**src/rtl/ldq_pkg.sv**
```systemverilog
// ----------------------------------------------------------------------------
// ldq_pkg
// Shared constants, codes and types of the linear-array deque.
// ----------------------------------------------------------------------------
package ldq_pkg;

  // Storage geometry
  localparam int DEPTH      = 16;
  localparam int DATA_WIDTH = 32;
  localparam int ADDR_W     = $clog2(DEPTH);
  localparam int MARK_W     = $clog2(DEPTH + 1);

  // Fixed field widths
  localparam int MODE_W   = 2;
  localparam int STATUS_W = 2;
  localparam int OCC_W    = 5;
  localparam int SIZE_W   = 5;
  localparam int SIZE_RST = 16;

  // Stream packing, padded to whole bytes
  localparam int IN_BITS  = MODE_W + DATA_WIDTH;
  localparam int IN_W     = ((IN_BITS + 7) / 8) * 8;
  localparam int OUT_BITS = DATA_WIDTH + STATUS_W + OCC_W;
  localparam int OUT_W    = ((OUT_BITS + 7) / 8) * 8;
  localparam int OUT_PAD  = OUT_W - OUT_BITS;

  typedef enum logic [MODE_W-1:0] {
    MODE_PUSH_FRONT = 2'd0,
    MODE_PUSH_REAR  = 2'd1,
    MODE_POP_FRONT  = 2'd2,
    MODE_POP_REAR   = 2'd3
  } mode_t;

  typedef enum logic [STATUS_W-1:0] {
    ST_DONE  = 2'd0,
    ST_FULL  = 2'd1,
    ST_EMPTY = 2'd2
  } status_t;

  // Result bookkeeping carried alongside the slot read
  typedef struct packed {
    status_t          status;
    logic [OCC_W-1:0] occ;
    logic             from_ram;
  } rsp_meta_t;

endpackage

```
**src/rtl/ldq_ram.sv**
```systemverilog
// ----------------------------------------------------------------------------
// ldq_ram
// Generic single-write, single-read RAM with a registered read port.
// ----------------------------------------------------------------------------
module ldq_ram #(
  parameter int WIDTH = 32,
  parameter int DEPTH = 16
) (
  input  logic                     clk,
  input  logic                     wr_en,
  input  logic [$clog2(DEPTH)-1:0] wr_addr,
  input  logic [WIDTH-1:0]         wr_data,
  input  logic                     rd_en,
  input  logic [$clog2(DEPTH)-1:0] rd_addr,
  output logic [WIDTH-1:0]         rd_data
);

  logic [WIDTH-1:0] mem [DEPTH];
  logic [WIDTH-1:0] rd_data_r;

  // Write and registered read; read data holds between reads
  always_ff @(posedge clk) begin
    if (wr_en) begin
      mem[wr_addr] <= wr_data;
    end
    if (rd_en) begin
      rd_data_r <= mem[rd_addr];
    end
  end

  assign rd_data = rd_data_r;

endmodule

```
**src/rtl/linear_array_deque_core.sv**
```systemverilog
// ----------------------------------------------------------------------------
// linear_array_deque_core
// Double-ended queue of data words held in a linear (non-circular) array.
// ----------------------------------------------------------------------------
// Usage:
//   Each request on the in_ stream is one operation: push front, push rear,
//   pop front or pop rear. Every request yields exactly one response on the
//   out_ stream carrying the popped word (all ones for pushes and refused
//   pops), a status (done, full, empty) and the occupancy after the request.
//   The front and rear marks live in flops; the words live in a 16-entry RAM
//   with a registered read. A request updates the marks and issues
//   its slot write or read in the cycle it is accepted; the read data lands
//   in the output register when stage 1 advances into it.
//   Throughput: one request per cycle while in_tready is high; a request
//   needs at most one RAM port access.
//   Back-pressure: an internal stage and the output register hold up to two
//   responses; in_tready drops only while both are full and out_tready is low.
//   Reset: marks clear (queue empty), active_size returns to 16, no response
//   is pending. RAM contents are not cleared.
//   cfg_wr_en writes active_size, which bounds rear pushes; write it idle.
// ----------------------------------------------------------------------------
module linear_array_deque_core
  import ldq_pkg::*;
(
  input  logic              clk,
  input  logic              rst_n,
  // Request stream
  input  logic              in_tvalid,
  output logic              in_tready,
  input  logic [IN_W-1:0]   in_tdata,     // [1:0] mode, [33:2] value_in
  // Response stream
  output logic              out_tvalid,
  input  logic              out_tready,
  output logic [OUT_W-1:0]  out_tdata,    // [31:0] value_out, [33:32] status,
                                          // [38:34] occupancy
  // Configuration
  input  logic              cfg_wr_en,
  input  logic [SIZE_W-1:0] cfg_wr_data   // active_size
);

  logic [MARK_W-1:0]     front_r, front_nxt;
  logic [MARK_W-1:0]     rear_r, rear_nxt;
  logic [SIZE_W-1:0]     active_size_r;
  logic [MARK_W-1:0]     eff_size;

  logic                  s1_valid_r;
  rsp_meta_t             s1_meta_r, s1_meta_nxt;
  logic                  s1_adv;

  logic                  out_valid_r;
  logic [DATA_WIDTH-1:0] out_value_r;
  status_t               out_status_r;
  logic [OCC_W-1:0]      out_occ_r;

  logic                  in_fire;
  mode_t                 req_mode;
  logic [DATA_WIDTH-1:0] req_value;
  logic                  is_empty;

  logic                  ram_wr_en, ram_rd_en;
  logic [ADDR_W-1:0]     ram_wr_addr, ram_rd_addr;
  logic [DATA_WIDTH-1:0] ram_rd_data;

  // Unpack request
  assign req_mode  = mode_t'(in_tdata[MODE_W-1:0]);
  assign req_value = in_tdata[MODE_W +: DATA_WIDTH];

  // Handshake: stage 1 advances when the output register is free or drains
  assign s1_adv    = !out_valid_r || out_tready;
  assign in_tready = !s1_valid_r || s1_adv;
  assign in_fire   = in_tvalid && in_tready;

  assign is_empty = (front_r == rear_r);

  // Clamp the configured size to the array depth
  assign eff_size = (int'(active_size_r) > DEPTH) ? MARK_W'(DEPTH)
                                                  : MARK_W'(active_size_r);

  // Decode the operation, move the marks and address at most one slot
  always_comb begin
    front_nxt          = front_r;
    rear_nxt           = rear_r;
    ram_wr_en          = 1'b0;
    ram_rd_en          = 1'b0;
    ram_wr_addr        = '0;
    ram_rd_addr        = '0;
    s1_meta_nxt.status = ST_DONE;
    s1_meta_nxt.from_ram = 1'b0;
    if (in_fire) begin
      unique case (req_mode)
        MODE_PUSH_FRONT: begin
          if (front_r == '0) begin
            s1_meta_nxt.status = ST_FULL;
          end else begin
            ram_wr_en   = 1'b1;
            ram_wr_addr = ADDR_W'(front_r - MARK_W'(1));
            front_nxt   = front_r - MARK_W'(1);
          end
        end
        MODE_PUSH_REAR: begin
          if (rear_r >= eff_size) begin
            s1_meta_nxt.status = ST_FULL;
          end else if (is_empty) begin
            // restart an empty queue at the array start
            ram_wr_en   = 1'b1;
            ram_wr_addr = '0;
            front_nxt   = '0;
            rear_nxt    = MARK_W'(1);
          end else begin
            ram_wr_en   = 1'b1;
            ram_wr_addr = ADDR_W'(rear_r);
            rear_nxt    = rear_r + MARK_W'(1);
          end
        end
        MODE_POP_FRONT: begin
          if (is_empty) begin
            s1_meta_nxt.status = ST_EMPTY;
          end else begin
            ram_rd_en            = 1'b1;
            ram_rd_addr          = ADDR_W'(front_r);
            s1_meta_nxt.from_ram = 1'b1;
            front_nxt            = front_r + MARK_W'(1);
          end
        end
        MODE_POP_REAR: begin
          if (is_empty) begin
            s1_meta_nxt.status = ST_EMPTY;
          end else begin
            ram_rd_en            = 1'b1;
            ram_rd_addr          = ADDR_W'(rear_r - MARK_W'(1));
            s1_meta_nxt.from_ram = 1'b1;
            rear_nxt             = rear_r - MARK_W'(1);
          end
        end
        default: begin
          s1_meta_nxt.status = ST_DONE;
        end
      endcase
    end
    s1_meta_nxt.occ = OCC_W'(rear_nxt - front_nxt);
  end

  ldq_ram #(
    .WIDTH (DATA_WIDTH),
    .DEPTH (DEPTH)
  ) u_slots (
    .clk     (clk),
    .wr_en   (ram_wr_en),
    .wr_addr (ram_wr_addr),
    .wr_data (req_value),
    .rd_en   (ram_rd_en),
    .rd_addr (ram_rd_addr),
    .rd_data (ram_rd_data)
  );

  // Marks and configuration
  always_ff @(posedge clk) begin
    if (!rst_n) begin
      front_r       <= '0;
      rear_r        <= '0;
      active_size_r <= SIZE_W'(SIZE_RST);
    end else begin
      front_r <= front_nxt;
      rear_r  <= rear_nxt;
      if (cfg_wr_en) begin
        active_size_r <= cfg_wr_data;
      end
    end
  end

  // Stage 1: hold response bookkeeping while the slot read completes
  always_ff @(posedge clk) begin
    if (!rst_n) begin
      s1_valid_r <= 1'b0;
    end else if (in_fire) begin
      s1_valid_r <= 1'b1;
    end else if (s1_adv) begin
      s1_valid_r <= 1'b0;
    end
  end

  always_ff @(posedge clk) begin
    if (in_fire) begin
      s1_meta_r <= s1_meta_nxt;
    end
  end

  // Output register: advance stage 1, drop on acceptance
  always_ff @(posedge clk) begin
    if (!rst_n) begin
      out_valid_r <= 1'b0;
    end else if (s1_adv) begin
      out_valid_r <= s1_valid_r;
    end
  end

  always_ff @(posedge clk) begin
    if (s1_adv && s1_valid_r) begin
      out_value_r  <= s1_meta_r.from_ram ? ram_rd_data : '1;
      out_status_r <= s1_meta_r.status;
      out_occ_r    <= s1_meta_r.occ;
    end
  end

  assign out_tvalid = out_valid_r;
  assign out_tdata  = {OUT_PAD'(0), out_occ_r, out_status_r, out_value_r};

  // Marks never cross and never pass the array end
  a_mark_order: assert property (@(posedge clk) disable iff (!rst_n)
    (front_r <= rear_r) && (int'(rear_r) <= DEPTH))
    else $error("deque marks out of order");

  // A slot write and a slot read never share a cycle
  a_one_port: assert property (@(posedge clk) disable iff (!rst_n)
    !(ram_wr_en && ram_rd_en))
    else $error("slot write and read in the same cycle");

  // A read issues only for a request that reaches stage 1 with RAM data
  a_read_tag: assert property (@(posedge clk) disable iff (!rst_n)
    ram_rd_en |=> (s1_valid_r && s1_meta_r.from_ram))
    else $error("slot read without matching stage 1 tag");

  // A stalled response holds its contents
  a_out_hold: assert property (@(posedge clk) disable iff (!rst_n)
    (out_valid_r && !out_tready) |=> (out_valid_r && $stable(out_tdata)))
    else $error("stalled response changed");

  // A refused request leaves the marks unchanged
  a_refuse_still: assert property (@(posedge clk) disable iff (!rst_n)
    (in_fire && (s1_meta_nxt.status != ST_DONE)) |=>
      ($stable(front_r) && $stable(rear_r)))
    else $error("refused request moved a mark");

endmodule

```
**config.mk**
```make
export PLATFORM = sky130hd
export DESIGN_NAME = linear_array_deque_core
export DESIGN_NICKNAME = d
export VERILOG_FILES = /design/src/rtl/ldq_pkg.sv /design/src/rtl/ldq_ram.sv /design/src/rtl/linear_array_deque_core.sv
export SDC_FILE = /design/constraint.sdc
export NUM_CORES = 1
export LEC_CHECK = 0
export BUFFER_PORTS_ARGS = -buffer_cell sky130_fd_sc_hd__buf_4
export CAP_MARGIN = 30
export CORE_MARGIN = 5
export CORE_UTILIZATION = 40
export DETAILED_ROUTE_END_ITERATION = 10
export PLACE_DENSITY_LB_ADDON = 0.08
export SLEW_MARGIN = 20
export SYNTH_ARGS = -nofsm -noshare
export SYNTH_HDL_FRONTEND = slang
export SYNTH_SLANG_ARGS = --single-unit
```
**constraint.sdc**
```tcl
create_clock -name clk -period 7.7 [get_ports clk]
set_input_delay 1.54 -clock clk [delete_from_list [all_inputs] [get_ports clk]]
set_output_delay 1.54 -clock clk [all_outputs]
set_load 0.005 [all_outputs]
```
-- Yosys cells after proc, flatten, opt, wreduce, memory -nomap -nowiden
Memory sizes are Yosys's and may differ from the RTL's. A register that Yosys moved wholly into a read port is not among the register bits.
Cells that the tools add are included.
- $add $sub $neg: 5
- $lt $le $gt $ge: 2
- equality and inequality tests: 4
- mux-type cells: 36
- reduce and logical (&&, ||, !) cells: 10
- operators with widths (operator ; count):
    5-bit 2-to-1 mux ; 10
    4-bit 2-to-1 mux ; 7
    4-bit one-hot mux with 2 select lines ; 2
    5-bit one-hot mux with 3 select lines ; 1
    1-bit 2-to-1 mux ; 12
    5-bit by 1-bit adder with 5-bit output (second input constant) ; 2
    5-bit one-hot mux with 2 select lines ; 1
    5-bit by 1-bit subtractor with 5-bit output (second input constant) ; 2
    2-bit one-hot mux with 3 select lines ; 1
    5-bit == test ; 1
    5-bit greater-or-equal comparator ; 1
    5-bit > comparator (second input constant) ; 1
    5-bit logical NOT ; 1
    5-bit subtractor ; 1
    2-bit == test (second input constant) ; 2
    2-bit by 1-bit == test with 1-bit output (second input constant) ; 1
    1-bit logical AND ; 2
    1-bit logical NOT ; 2
    2-bit logical NOT ; 1
    1-bit logical OR ; 2
    2-bit 2-to-1 mux ; 1
    1-bit one-hot mux with 2 select lines ; 1
    2-bit nonzero test ; 1
    2-bit OR reduction ; 1
- flip-flop bits (word level): 64
- bits in writable memories: 512
- bits of input ports: 50
- word-level logic and storage cells: 69
- memories kept: 1
- memories (memory ; words ; bits a word ; read ports ; clocked after memory_dff ; wr ports ; RTL line ; RTL):
    u_slots.mem ; 16 ; 32 ; 1 ; 1 ; 1 ; ldq_ram.sv:18 ; logic [WIDTH-1:0] mem [DEPTH];

-- Longest topological paths before layout
Gate-level depths: netlist of run 1.
- depth after elaboration: 8
- gate-level depth with buffers: 19
- depth with buffers taken out: 17

-- By module
From an unflattened synthesis of run 1, not the netlist that was laid out.
- cell total of the unflattened synthesis: 1156
- area, all modules: 23555.1 um^2
- modules (own cells, without submodules) (module ; instances ; cells an instance ; area an instance (um^2) ; seq. area each (um^2)):
    ldq_ram ; 1 ; 838 ; 20155.6 ; 16335.7
    linear_array_deque_core ; 1 ; 318 ; 3399.5 ; 1751.7

-- Least setup slack after synthesis of run 1
OpenSTA, ideal clock, no wires.
- path type: input to register
- from: input in_tdata[0]
- to: memory u_slots.mem[6][0], enable pin
- library setup time: 0.502 ns
- data arrival time: 5.814 ns
- data required time: 7.198 ns
- setup slack: 1.384 ns
- stages: 7
- path buffers: 1
- path through: buf_2 > nand2b_1 > a211oi_1 > a21boi_1 > a32o_1 > nand3b_1 > nor4_1
- cells in the longest elaborated chain, start to end: 5
- elaborated cells between the ends (all ways): 8
- ends and longest elaborated chain (element ; RTL line ; RTL):
    start: declaration ; linear_array_deque_core.sv:30 ; input logic [IN_W-1:0] in_tdata,
    2-bit by 1-bit == test with 1-bit output / 2-bit logical NOT (equally long branches) ; linear_array_deque_core.sv:90 ; unique case (req_mode)
    1-bit one-hot mux with 2 select lines ; linear_array_deque_core.sv:90 ;
    1-bit 2-to-1 mux ; linear_array_deque_core.sv:89 ; if (in_fire) begin
    1-bit 2-to-1 mux ; ldq_ram.sv:23 ; if (wr_en) begin
    1-bit 2-to-1 mux (not written as such) ; ldq_ram.sv:24 ; mem[wr_addr] <= wr_data;
    end: declaration ; ldq_ram.sv:18 ;
Several ways; a longest one is shown, not always the timed one.

==> results_dict.tcl, run 1 <==
set metrics [dict create \
    status "finished clean" \
    drc 0 \
    crit_path_end_kind "flip-flop" \
    finalClockSkew_ns 0.0200 \
    synth_seq_cells 608 \
    required_ns 8.02 \
    dieWidth_um 253 \
    drt-pass1-iter-count 5 \
    clk_pin_slew_ns 0.06 \
    synth_top_flop_cell "edfxtp_1" \
    grt-ovfl-total 0 \
    drt_iter0_markers 738 \
    startpoint_type "flip-flop" \
    syn2layout_area_growth_pct 15.9 \
    cp_data_arrival_time_ns 5.09 \
    critPathLaunch "rear_r[0]" \
    power_leakage_uw 0.00905 \
    antenna_left 0 \
    ios 92 \
    pwr_density_cell_nw_per_um2 255 \
    synthTopCellsByArea "edfxtp_1 75%, mux4_2 12%, a22oi_1 2.2%" \
    grt_setup_unrepaired "no" \
    muxShareOfSynthArea_pct 12.4 \
    cts_resized 0 \
    fin_nets 1366 \
    setup_tns_ns 0 \
    synth_compound_area_share_pct 4.63 \
    vias_per_cell 5.44 \
    synth_fa_ha_area_share_pct 1.03 \
    final-seq-area_sq_um 18100 \
    die_h_um 253 \
    synth_top_family_by_area "multiplexers" \
    cp_top_family "compound AO/OA/AOI/OAI gates" \
    syn_area_sq_um 23700 \
    synth_cell_types 66 \
    finalCoreUtilization_pct 46.7 \
    dp_hpwl_um 28900 \
    relSlewSlack_pct 40.5 \
    synthCells 1172 \
    grt_pass1_wl_um 79500 \
    r2r_cells 16 \
    worstSetupPathType "flip-flop to flip-flop" \
    synth-xor-area-share_pct 0.443 \
    gp_congestion 0.818 \
    clk_latency_ns 0.59 \
    cts_inserted_buffers 67 \
    synth_area_leader_cell "edfxtp_1" \
    drt_wl_total_um 53400 \
    r2r-start "rear_r[0]" \
    wl_per_cell_um 25.2 \
    post_cts_buffers 0 \
    core_sq_um 58900 \
    clockBufferDepth 3 \
    peakVddDrop_uv 169 \
    tightest_slew_ns 0.890 \
    worst-path-max-fanout 9 \
    drv_slew 0 \
    cts.sinks 608 \
    grt_pass1_vias 12100 \
    path_cells "inv_1, ha_1, nor2b_1, o21ai_1, a21boi_0, and3_1, a21oi_1, o22ai_1, ha_1, inv_1, fa_1, a21o_1, a21oi_1, or3b_2, o211ai_1, xor2_1" \
    rows 89 \
    max_stage_delay_ns 0.70 \
    syn_avg_cell_area_sq_um 20.2 \
    timing.critical_path.buf_inv 2 \
    hold_buffers 0 \
    async_flop_share_pct 0 \
    yosysWarnings 0 \
    setup_viol 0 \
    max_freq_mhz 210 \
    slowest_stage "a21boi_0" \
    hold_depth 0 \
    multi_input_area_sq_um 5420 \
    initial_utilization_pct 40.3 \
    yosys-top-cells-count "591 x edfxtp_1, 128 x mux4_2, 69 x a22oi_1" \
    synth-edff-count 591 \
    portBuffers 84 \
    synth_most_common_cell "edfxtp_1" \
    syn_nets 1241 \
    hp-start "s1_meta_r[2]" \
    period_share_pct 62.0 \
    synth.top_cell.area_share_pct 74.8 \
    ys_seq_area_share_pct 76.3 \
    synth_simple_gate_area_share_pct 3.67 \
    fin_crit_ns 4.77 \
    final-hold-violation-count 0 \
    ctsHtreeMaxLevel 3 \
    n_antenna_cell 0 \
    hp-class "flip-flop to flip-flop" \
    cts-root-buf "clkbuf_16" \
    dieArea_sq_um 64300 \
    grt_max_degree 129 \
    path_depth 16 \
    drive_above_1_share_pct 27.3 \
    num_vias 11500 \
    track_usage_pct 16.7 \
    tritoncts "built" \
    cap_violations 0 \
    antenna_found_initial 3 \
    n_fill_cell 4922 \
]
## cell families after synthesis
family / Yosys count
simple gates: 168
other cells: 1
xor+xnor: 12
buf+inv: 76
mux: 134
flops: 608
fa+ha+maj: 19
compound gates: 154
## path summary, 6_finish.rpt
| kind | slack (ns) | to |
|---|---|---|
| hold reg to reg | 0.42 | out_occ_r[1] |
| setup / recovery | 2.93 | s1_meta_r[5] |
| setup reg to reg | 2.93 | s1_meta_r[5] |
| hold / removal | 0.42 | out_occ_r[1] |
## where the power goes
group	internal, uW	switching, uW
sequential	3680	19.7
combinational	153	233
clock	1680	1250
## cell usage in the layout (no fill, tap or decap), types with 3 or more instances in the layout
cell type  Yosys  layout
a21o_1         4       4
a21oi_1       23      23
a22oi_1       69      69
a31oi_1        5       5
and2_1         4       4
and3_1         8       6
buf_12         0       6
buf_4          6     109
clkbuf_1      12      18
clkbuf_16      0      69
clkinv_1       0      14
clkinv_2       0      10
dfxtp_1       17      17
edfxtp_1     591     591
ha_1          18      18
inv_1         15      15
inv_6          0       3
mux2i_1        6       6
mux4_2       128     128
nand2_1       53      52
nand2b_1      34      34
nand3_1        4       4
nor2_1        35      25
nor2_4         0      10
nor2b_1        7       4
nor2b_4        0       3
nor3_1         5       3
nor3_2         1       3
o211ai_1       9       9
o21ai_0       11      11
o22ai_1        6       6
xnor2_1        6       6
xor2_1         6       6
## worst reg2reg max path, stage by stage (launching register included)
cell and delay (ns):
dfxtp_1 0.59, inv_1 0.20, ha_1 0.34, nor2b_1 0.15, o21ai_1 0.16, a21boi_0 0.70, and3_1 0.25, a21oi_1 0.05
o22ai_1 0.30, ha_1 0.22, inv_1 0.06, fa_1 0.40, a21o_1 0.20, a21oi_1 0.19, or3b_2 0.46, o211ai_1 0.14
xor2_1 0.10
## layout make-up
class	count	share of cell area, %
clock buffer	87	6.53
tap	773	3.52
timing repair buffer	116	3.51
sequential	608	65.8
multi-input combinational	488	19.7
clock inverter	31	0.728
inverter	16	0.218
## per-stage QoR
stage          area (sq um)  hold WS [ns]  cells  power, uW  worst slack [ns]
6_report              27500         0.417   2119       7020              2.93
5_1_grt               27500         0.425   2119       7290              2.71
4_1_cts               27500         0.419   2119       7120              2.98
3_5_place_dp          25500         0.406   2001       4160              2.55
3_3_place_gp          25400         0.408   1995       4160              2.54
2_1_floorplan         23700         0.400   1172       4000              1.38
## per-layer routing
metal	global-route usage, %	share of wire [%]	wire, um	up-vias
met5	0	0.064	34	-
met2	26.9	48	25600	267
met4	4.47	2.3	1220	4
met1	23.8	45	24000	6066
met3	3.07	4.6	2450	89
li1	-	-	-	5098
## sequential cells by signal, indices dropped and copies added, names as in the netlist
name             count
out_status_r         2
out_occ_r            5
u_slots.rd_data     32
out_value_r         32
rear_r               5
front_r              5
u_slots.mem        512
s1_meta_r            8
out_tvalid           1
active_size_r        5
s1_valid_r           1
Note: power is estimated with default switching activity, not from simulation.
==> run 2: changes to the inputs <==
Clock period 7.7 ns to 4.9 ns, I/O delays scaled along.
==> run 2 against run 1 <==
Clock-buffer cell count up 2. Total power up 60%. Register-to-register slack worse by 2.3 ns. Sequential share of layout area down 0.62 points. Cell count up 0.90%. Sequential power up 57%. Clock power up 64%.
==> results_dict.tcl, run 2 (synthesis results as in run 1) <==
set metrics [dict create \
    max_freq_mhz 236 \
    drive_above_1_share_pct 28.3 \
    antenna_found_initial 2 \
    syn2layout_area_growth_pct 17.0 \
    drc 0 \
    relSlewSlack_pct 45.4 \
    slowest_stage "dfxtp_1" \
    worst-path-max-fanout 13 \
    fin_crit_ns 4.23 \
    initial_utilization_pct 40.3 \
    dieArea_sq_um 64300 \
    period_share_pct 86.4 \
    max_stage_delay_ns 0.58 \
    core_sq_um 58900 \
    vias_per_cell 5.43 \
    r2r-start "rear_r[3]" \
    ctsHtreeMaxLevel 3 \
    required_ns 5.23 \
    ff2ff_setup_slack_ns 0.67 \
    cts-root-buf "clkbuf_16" \
    cts_inserted_buffers 68 \
    die_h_um 253 \
    cap_violations 0 \
    hold_buffers 0 \
    gp_congestion 0.816 \
    num_vias 11600 \
    grt-ovfl-total 0 \
    grt_pass1_vias 12200 \
    drt_wl_total_um 55700 \
    drt-pass1-iter-count 5 \
    fin_ws_ns 0.669 \
    cts_resized 0 \
    r2r_cells 17 \
    r2r_end "s1_meta_r[5]" \
    rows 89 \
    grt_setup_unrepaired "no" \
    pwr_density_cell_nw_per_um2 405 \
    largest_register_ffs 512 \
    cp_data_arrival_time_ns 4.57 \
    grt_pass1_wl_um 81300 \
    clockBufferDepth 3 \
    drt_iter0_markers 852 \
    finalClockSkew_ns 0.0157 \
    clk_latency_ns 0.60 \
    clk_pin_slew_ns 0.06 \
    setup_viol 0 \
    portBuffers 84 \
    crit_end "s1_meta_r[5]" \
    post_cts_buffers 0 \
    antenna_left 0 \
    ios 92 \
    crit_path_end_kind "flip-flop" \
    power_leakage_uw 0.00918 \
    critPathLaunch "rear_r[3]" \
    wl_per_cell_um 26.0 \
    status "finished clean" \
    fin_nets 1383 \
    dp_hpwl_um 29400 \
    setup_tns_ns 0 \
    peakVddDrop_uv 250 \
    drv_slew 0 \
    grt_max_degree 79 \
    path_cells "xnor2_1, nand3_2, nor2_2, inv_2, ha_1, a21oi_1, nor2_1, a221oi_1, a21oi_1, ha_1, inv_1, fa_1, a21o_1, a21oi_1, or3b_2, o211ai_1, xor2_1" \
    final_common_cell "edfxtp_1" \
    final-hold-violation-count 0 \
    worstSetupPathType "flip-flop to flip-flop" \
    startpoint_type "flip-flop" \
    place_ws_ns 0.534 \
    most-common-layout-cells "591 x edfxtp_1, 128 x mux4_2, 122 x buf_4" \
    cts.sinks 608 \
    track_usage_pct 17.4 \
    tritoncts "built" \
    hp-class "flip-flop to flip-flop" \
    dieWidth_um 253 \
    cpMostUsedCell "a21oi_1" \
    finalCoreUtilization_pct 47.1 \
    largest_register "u_slots.mem" \
    tightest_slew_ns 0.819 \
]
[run 2: final cells by class]
| type | instances | area (sq um) |
|---|---|---|
| repair buffers | 132 | 1120 |
| flip-flops and latches | 608 | 18100 |
| clock inverters | 31 | 250 |
| inverters | 16 | 60.1 |
| multi-input cells | 488 | 5430 |
| diodes | 1 | 2.50 |
| clock buffers | 89 | 1840 |
| well taps | 773 | 967 |
| fillers | 4958 | 31200 |
[run 2: how the worst min path moves through the flow]
| stage | cells after the start | slack (ns) | start | endpoint |
|---|---|---|---|---|
| 4_1_cts | 0 | 0.42 | s1_meta_r[4] | out_occ_r[3] |
| 6_report | 0 | 0.42 | s1_meta_r[3] | out_occ_r[2] |
| 3_3_place_gp | 0 | 0.41 | s1_meta_r[5] | out_occ_r[4] |
| 3_5_place_dp | 0 | 0.40 | s1_meta_r[4] | out_occ_r[3] |
| 5_1_grt | 0 | 0.42 | s1_meta_r[4] | out_occ_r[3] |
| 2_1_floorplan | 0 | 0.40 | s1_meta_r[1] | out_occ_r[0] |
[run 2: report_power, final]
| group | internal (uW) | switching, uW | total [uW] |
|---|---|---|---|
| Clock | 2810 | 1990 | 4810 |
| Combinational | 244 | 375 | 619 |
| Sequential | 5790 | 27.2 | 5810 |
| Total | 8840 | 2400 | 11200 |
[run 2: worst max-delay path: cells and delay by family (launching register included)]
| kind | cells | cell delay, ns |
|---|---|---|
| AND/OR/NAND/NOR | 4 | 1.06 |
| buffers and inverters | 2 | 0.25 |
| flip-flops | 1 | 0.58 |
| AO/OA/AOI/OAI | 6 | 0.88 |
| adder cells (fa/ha/maj) | 3 | 0.91 |
| XOR/XNOR | 2 | 0.29 |
[run 2: metrics by stage]
stage / hold WS, ns / total power [uW] / std cells / cell area [sq um]
6_report: 0.417 / 11200 / 2138 / 27800
5_1_grt: 0.424 / 11700 / 2137 / 27800
4_1_cts: 0.418 / 11400 / 2137 / 27800
3_5_place_dp: 0.405 / 6550 / 2017 / 25700
3_3_place_gp: 0.405 / 6540 / 2017 / 25700
2_1_floorplan: 0.400 / 6290 / 1172 / 23700
[run 2: metal layers]
metal | track usage (%) | up-vias | part of all wire [%]
met2 | 28.6 | 265 | 49
met5 | 0 | - | 0
met4 | 4.95 | 0 | 1.9
met1 | 23.9 | 6158 | 44
met3 | 3.22 | 74 | 4.8
li1 | - | 5116 | -
